File: src/design/isometric_depth_order_sorter_assert.svh
// assertion macros for the depth order sorter
`ifndef ISOMETRIC_DEPTH_ORDER_SORTER_ASSERT_SVH
`define ISOMETRIC_DEPTH_ORDER_SORTER_ASSERT_SVH
// property that must hold outside reset
`define IDOS_ASSERT(label, clk, rst_n, prop, msg) \
    label: assert property (@(posedge clk) disable iff (!rst_n) prop) else $error(msg);
// property that must hold at every edge
`define IDOS_ASSERT_ALWAYS(label, clk, prop, msg) \
    label: assert property (@(posedge clk) prop) else $error(msg);
`endif

File: src/design/idos_pkg.sv
// types, constants and helpers shared by the depth order sorter
package idos_pkg;
    localparam int StaticSlots  = 32;
    localparam int DynamicSlots = 16;
    localparam int WorkSlots    = 48;
    localparam int SAW = $clog2(StaticSlots);
    localparam int DAW = $clog2(DynamicSlots);
    localparam int WAW = $clog2(WorkSlots);
    localparam int SCW = $clog2(StaticSlots + 1);
    localparam int DCW = $clog2(DynamicSlots + 1);
    localparam int WCW = $clog2(WorkSlots + 1);

    typedef enum logic [2:0] {
        CMD_INS_STATIC = 3'd0,
        CMD_INS_DYN    = 3'd1,
        CMD_REM_STATIC = 3'd2,
        CMD_REM_DYN    = 3'd3,
        CMD_ORDER      = 3'd4
    } t_cmd;

    localparam logic [1:0] ST_OK        = 2'd0;
    localparam logic [1:0] ST_FULL      = 2'd1;
    localparam logic [1:0] ST_NOT_FOUND = 2'd2;
    localparam logic [1:0] ST_UNCHANGED = 2'd3;

    typedef struct packed {
        logic [2:0]         command;
        logic [7:0]         item_id;
        logic signed [15:0] rect_x;
        logic signed [15:0] rect_y;
        logic [14:0]        rect_w;
        logic [14:0]        rect_h;
    } t_in_word;

    typedef struct packed {
        logic [7:0] out_id;
        logic [5:0] rank;
        logic [1:0] status;
        logic       is_entry;
        logic       last;
    } t_out_word;

    typedef struct packed {
        logic [7:0]         id;
        logic signed [15:0] x;
        logic signed [15:0] y;
        logic [14:0]        w;
        logic [14:0]        h;
    } t_box;

    // classified command handed from front to back
    typedef struct packed {
        logic [2:0] op;
        t_box       box;
    } t_job;

    localparam int JobW = $bits(t_job);

    function automatic logic [1:0] axis_cmp(input logic signed [15:0] e0,
                                            input logic [14:0] elen,
                                            input logic signed [15:0] n0,
                                            input logic [14:0] nlen);
        logic signed [17:0] ee;
        logic signed [17:0] ne;
        begin
            ee = 18'(e0) + 18'($signed({3'b000, elen}));
            ne = 18'(n0) + 18'($signed({3'b000, nlen}));
            if (18'(n0) >= ee)      axis_cmp = 2'b01;
            else if (ne <= 18'(e0)) axis_cmp = 2'b11;
            else                    axis_cmp = 2'b00;
        end
    endfunction

    // side of new box against entry: signed sum of the two axis results
    function automatic logic [2:0] side_of(input t_box e, input t_box n);
        logic [1:0] a;
        logic [1:0] b;
        begin
            a = axis_cmp(e.x, e.w, n.x, n.w);
            b = axis_cmp(e.y, e.h, n.y, n.h);
            side_of = 3'($signed(a)) + 3'($signed(b));
        end
    endfunction
endpackage

File: src/design/idos_front.sv
// front: accepts command words, drops unknown codes, fills the job queue
module idos_front (
    input  logic                    i_clk,
    input  logic                    i_rst_n,
    input  idos_pkg::t_in_word      i_word,
    input  logic                    i_push,
    output logic                    o_full,
    output idos_pkg::t_job          o_job,
    output logic                    o_job_valid,
    input  logic                    i_job_take
);
    localparam int Depth = 2;
    logic [idos_pkg::JobW-1:0] r_mem [Depth];
    logic       r_wp, r_rp;
    logic [1:0] r_cnt;
    logic       w_acc;
    logic       w_known;
    idos_pkg::t_job w_job;

    assign o_full      = (r_cnt == 2'(Depth));
    assign w_acc       = i_push && !o_full;
    assign w_known     = (i_word.command <= 3'(idos_pkg::CMD_ORDER));
    assign w_job.op    = i_word.command;
    assign w_job.box   = '{id: i_word.item_id, x: i_word.rect_x, y: i_word.rect_y,
                           w: i_word.rect_w, h: i_word.rect_h};
    assign o_job_valid = (r_cnt != 2'd0);
    assign o_job       = idos_pkg::t_job'(r_mem[r_rp]);

    always_ff @(posedge i_clk) begin
        if (w_acc && w_known) begin
            r_mem[r_wp] <= w_job;
        end
        if (!i_rst_n) begin
            r_wp  <= 1'b0;
            r_rp  <= 1'b0;
            r_cnt <= 2'd0;
        end else begin
            if (w_acc && w_known) r_wp <= ~r_wp;
            if (i_job_take && o_job_valid) r_rp <= ~r_rp;
            r_cnt <= r_cnt + 2'(w_acc && w_known) - 2'(i_job_take && o_job_valid);
        end
    end

    `include "isometric_depth_order_sorter_assert.svh"
    `IDOS_ASSERT(a_no_overflow, i_clk, i_rst_n, (r_cnt <= 2'(Depth)), "job queue overflow")
    `IDOS_ASSERT(a_cnt_track, i_clk, i_rst_n, (o_full |-> !(w_acc)), "accept while full")
    `IDOS_ASSERT(a_unknown_drop, i_clk, i_rst_n, ((w_acc && !w_known && !(i_job_take && o_job_valid)) |=> $stable(r_cnt)), "unknown command queued")
endmodule

File: config.mk
export PLATFORM = sky130hd
export DESIGN_NAME = idos_front
export DESIGN_NICKNAME = d
export VERILOG_FILES = /design/src/design/idos_pkg.sv /design/src/design/idos_front.sv
export VERILOG_INCLUDE_DIRS = /design/src /design/src/design
export SDC_FILE = /design/constraint.sdc
export NUM_CORES = 1
export LEC_CHECK = 0
export ABC_AREA = 1
export BUFFER_PORTS_ARGS = -buffer_cell sky130_fd_sc_hd__buf_2
export CAP_MARGIN = 20
export CORE_UTILIZATION = 45
export CTS_BUF_LIST = sky130_fd_sc_hd__clkbuf_8
export DETAILED_ROUTE_END_ITERATION = 8
export GPL_ROUTABILITY_DRIVEN = 0
export GPL_TIMING_DRIVEN = 0
export PLACE_DENSITY = 0.79
export SYNTH_ARGS = -nofsm -noshare
export SYNTH_HDL_FRONTEND = slang
export SYNTH_SLANG_ARGS = --single-unit
export TNS_END_PERCENT = 20
File: constraint.sdc
create_clock -name i_clk -period 5.9 [get_ports i_clk]
set_input_delay 0.295 -clock i_clk [delete_from_list [all_inputs] [get_ports i_clk]]
set_output_delay 0.295 -clock i_clk [all_outputs]
set_load 0.02 [all_outputs]
After elaboration in Yosys (flattened, before gate mapping) --
Memory sizes are Yosys's and may differ from the RTL's. A register that Yosys moved wholly into a read port is not among the register bits. Index checks and enable logic that the tools add are counted. Widths: inputs -> output; s select.
Storage, ports and cells: memories kept 1, bits in writable memories 146, register bits after elaboration 4
Memories:
- r_mem | depth 2, bits a word 73, rd ports 1, clocked after Yosys merged registers in 1, wr ports 1, line idos_front.sv:13 | logic [idos_pkg::JobW-1:0] r_mem [Depth];
Operators by class: $lt $le $gt $ge 1, bitwise gates (word level) 2, eq/ne operators 1, reductions and logical operators 5, muxes and demuxes 4, add/subtract/negate cells 2
Operators by type and width (count):
- $mux 1 | 4
- $le 3x3->1 const B | 1
- $logic_and 1x1->1 | 3
- $add 2x1->2 | 1
- $eq 2x2->1 const B | 1
- $not 1->1 | 2
- $reduce_bool 2->1 | 1
- $sub 2x1->2 | 1
- $logic_not 1->1 | 1

Longest topological paths before layout --
depth in word-level cells 6, gate-level depth with buffers 10, depth with buffers taken out 10

Worst setup path after synthesis --
OpenSTA, ideal clock, no wires.
path kind reg-to-reg, start point register r_cnt[0], end point memory r_mem[0][0] (netlist bit) (enable), stages on the path, launching flop included 5, clock period less this slack 4.232 ns, path buffers 0, path slack 1.668 ns, arrival 3.728 ns, setup time 0.504 ns, required time 5.396 ns, cells stage by stage dfxtp_1 -> inv_1 -> a21oi_1 -> nand2_1 -> nor2_1
Between the ends: word-level cells in the longest chain between the ends 6
RTL lines:
- from (decl) | line idos_front.sv:15 | logic [1:0] r_cnt;
- from (signal assigned) | line idos_front.sv:40 | r_cnt <= r_cnt + 2'(w_acc && w_known) - 2'(i_job_take && o_job_valid);
- $eq 2x2->1 | line idos_front.sv:20 | assign o_full = (r_cnt == 2'(Depth));
- $logic_not 1->1 | line idos_front.sv:21 | assign w_acc = i_push && !o_full;
- $logic_and 1x1->1 | line idos_front.sv:21
- $logic_and 1x1->1 | line idos_front.sv:30 | if (w_acc && w_known) begin
- $mux 1 | line idos_front.sv:30
- $mux 1 (implied by the code) | line idos_front.sv:31 | r_mem[r_wp] <= w_job;
- to (decl) | line idos_front.sv:13
No other way between the ends.

==> results.py <==
metrics = {
    "pwr": {
        "p_int_uw": 2150,
        "power_leakage_uw": 0.00290,
        "clkPwrFrac_pct": 26.7,
        "p_per_area_nw_per_um2": 406,
        "comb_power_share_pct": 28.7,
        "power_frac_seq_pct": 44.5,
        "peakVddDrop_uv": 246,
        "swShare_pct": 27.7,
        "p_switching_uw": 823,
    },
    "grt": {
        "antenna_found_initial": 0,
        "grt_max_degree": 42,
        "grt_pass1_vias": 2930,
        "grt_overflow": 0,
        "grt_pass1_wl_um": 14100,
        "grt_use_total_pct": 14.7,
    },
    "timing": {
        "finalSetupViolCount": 0,
        "worst_slack_ps": 3970,
        "worst_pin_slew_ps": 574,
        "hold_viol_final": 0,
        "min_period_over_period_pct": 32.7,
        "min_period_ps": 1930,
        "max-slew-margin-rel_pct": 61.6,
        "skew_ps": 8.31,
        "drv_slew": 0,
        "max_freq_mhz": 519,
        "rsz0062_at_grt": "false",
    },
    "synthesis": {
        "syn-num-nets": 342,
        "synth_area_um2": 5870,
        "synth_cells": 263,
        "yosysTopAreaCellShare_pct": 74.7,
        "ys_types": 15,
        "yosysWarnings": 0,
        "syn_avg_cell_area_um2": 22.3,
        "synth.most_common_cell": "edfxtp_1",
        "yosys.area.top_type": "edfxtp_1",
        "synth-seq-cells": 151,
        "synth-async-reset-ratio_pct": 0,
        "synth.top_cells.by_area": "edfxtp_1 (75%), mux2_4 (18%), buf_12 (2.4%)",
        "synth_common_cells": "edfxtp_1 (146), mux2_4 (70), nand2_1 (9)",
        "seq_area_frac_synth_pct": 76.4,
        "synth_ff_type": "edfxtp_1",
        "synth_edf_count": 146,
    },
    "clock_network": {
        "cts-htree-levels": 4,
        "clockBufferDepth": 2,
        "cts_buffers": 17,
        "clkLatencyLatePin_ps": 430,
        "cts_setup_buffers": 0,
        "cts_resized": 0,
        "cts_tree": "built",
        "root_buffer": "clkbuf_8",
        "ctsHoldBuffers": 0,
        "numClockSinks": 151,
        "clk_pin_slew_ps": 80,
    },
    "place": {
        "dp_cells": 589,
        "pre_cts_ws_ps": 3840,
        "port_buffers": 151,
        "hpwl_um": 6510,
    },
    "final_layout": {
        "final_nets": 515,
        "fin_cells": 621,
        "antenna_cells": 0,
        "nFillCells": 996,
        "syn_to_final_growth_pct": 24.6,
        "drive_gt1_share_pct": 58.1,
        "utilization_pct": 57.7,
    },
    "setup_path": {
        "r2r_start": "r_cnt[0]",
        "worstReg2RegEnd": "r_mem[0][28]",
        "reg2reg_slack_ps": 3990,
        "r2r_cells": 5,
        "critPathMaxFanout": 10,
        "cp.required_ps": 5610,
        "end_kind": "primary output",
        "crit_type": "reg2out",
        "start_kind": "register",
        "critical_path_arrival_ps": 1630,
    },
    "hold_path": {
        "min_to": "r_mem[1][62]",
        "hold_depth": 1,
        "hold_class": "in2reg",
        "hold_path.startpoint": "i_word[62]",
    },
    "floorplan": {
        "initial_utilization_pct": 46.3,
        "fp.dieW_um": 116,
        "num_io_pins": 152,
        "rows": 41,
        "fp.dieH_um": 116,
        "die_area_um2": 13500,
        "core_area_um2": 12700,
    },
    "routing": {
        "dr.pass1.iters": 6,
        "drc": 0,
        "detail-route-antenna-nets": 0,
        "postRouteWirelength_um": 9550,
        "route.detailed.wl_per_inst_um": 15.4,
        "vias": 2881,
        "drt_iter0_drc": 105,
        "vias_per_cell": 4.64,
    },
    "job": {
        "maxCapViolations": 0,
    },
    "status": {
        "status": "finished clean",
    },
}
-- metrics by stage --
step | TNS (ps) | total power, uW | area (um2) | hold slack [ps]
floorplan | 0 | 1980 | 5870 | 388
global placement | -6980 | 2190 | 6840 | 479
detailed placement | 0 | 2210 | 6910 | 486
CTS | 0 | 3020 | 7310 | 4.48
global route | 0 | 3100 | 7310 | 4.64
finish | 0 | 2970 | 7310 | 46.8
-- logic make-up (layout without fill, tap and decap cells) --
group,count (synthesis),count (layout),synth area share (%)
buffers and inverters,15,201,3.03
multiplexers,73,73,18.5
flip-flops,151,151,76.4
XOR/XNOR,1,1,0.149
adder cells (fa/ha/maj),2,2,0.426
AO/OA/AOI/OAI,4,4,0.384
AND/OR/NAND/NOR,17,17,1.11
-- worst max-delay path: stages (launching register included) --
cell and delay [ps]:
dfxtp_1 330, buf_6 220, buf_12 180, mux2_4 310
buf_2 160
-- cell type report --
cell class / count / area, um2 / area share (%)
Tap cell: 172 / 215 / 2.94
Timing Repair Buffer: 154 / 816 / 11.2
Sequential cell: 151 / 4480 / 61.3
Inverter: 7 / 28.8 / 0.394
Buffer: 8 / 151 / 2.07
Clock inverter: 15 / 168 / 2.29
Multi-Input combinational cell: 97 / 1210 / 16.6
Clock buffer: 17 / 234 / 3.20
-- layer usage --
layer  share of wire [%]  track usage (%)  wire, um
met5                   0                0         0
met3                 6.7             6.43       636
met1                  39             15.0      3690
met4                0.99             6.67        95
met2                  54             25.9      5130
-- state kept, by name (all words and copies together) (netlist names), named ones only --
signal	count
r_wp	1
r_cnt	2
r_mem	146
r_rp	1
-- layout by cell type, fill, tap and decap left out, drive strengths merged, types with 2 or more instances in the layout --
master,synthesis,final
a21oi,2,2
clkbuf,0,17
bufinv,0,4
inv,7,9
clkinv,0,8
edfxtp,146,146
ha,2,2
mux2,73,73
nor2,7,7
nand2,9,9
dfxtp,5,5
buf,8,162
-- power groups by stage --
stage	Sequential [uW]	Combinational, uW	Clock (uW)
2_1_floorplan	1350	635	0
3_3_place_gp	1360	838	0
3_5_place_dp	1350	867	0
4_1_cts	1320	870	821
5_1_grt	1330	915	857
6_report	1320	854	794
-- worst max path at each step --
stage / slack, ps / to / startpoint / cells after the start
after global placement: -100 / r_mem[0][63] / i_word[71] / 4
after CTS: 3910 / o_job[4] / register / 4
final: 3970 / o_job[4] / register / 4
after global routing: 3820 / r_mem[0][28] / r_cnt[0] / 5
after floorplan: 1670 / r_mem[0][0] / r_cnt[0] / 4
after detailed placement: 3840 / r_mem[0][28] / i_word[71] / 5
Note: power is estimated with default switching activity, not from simulation.
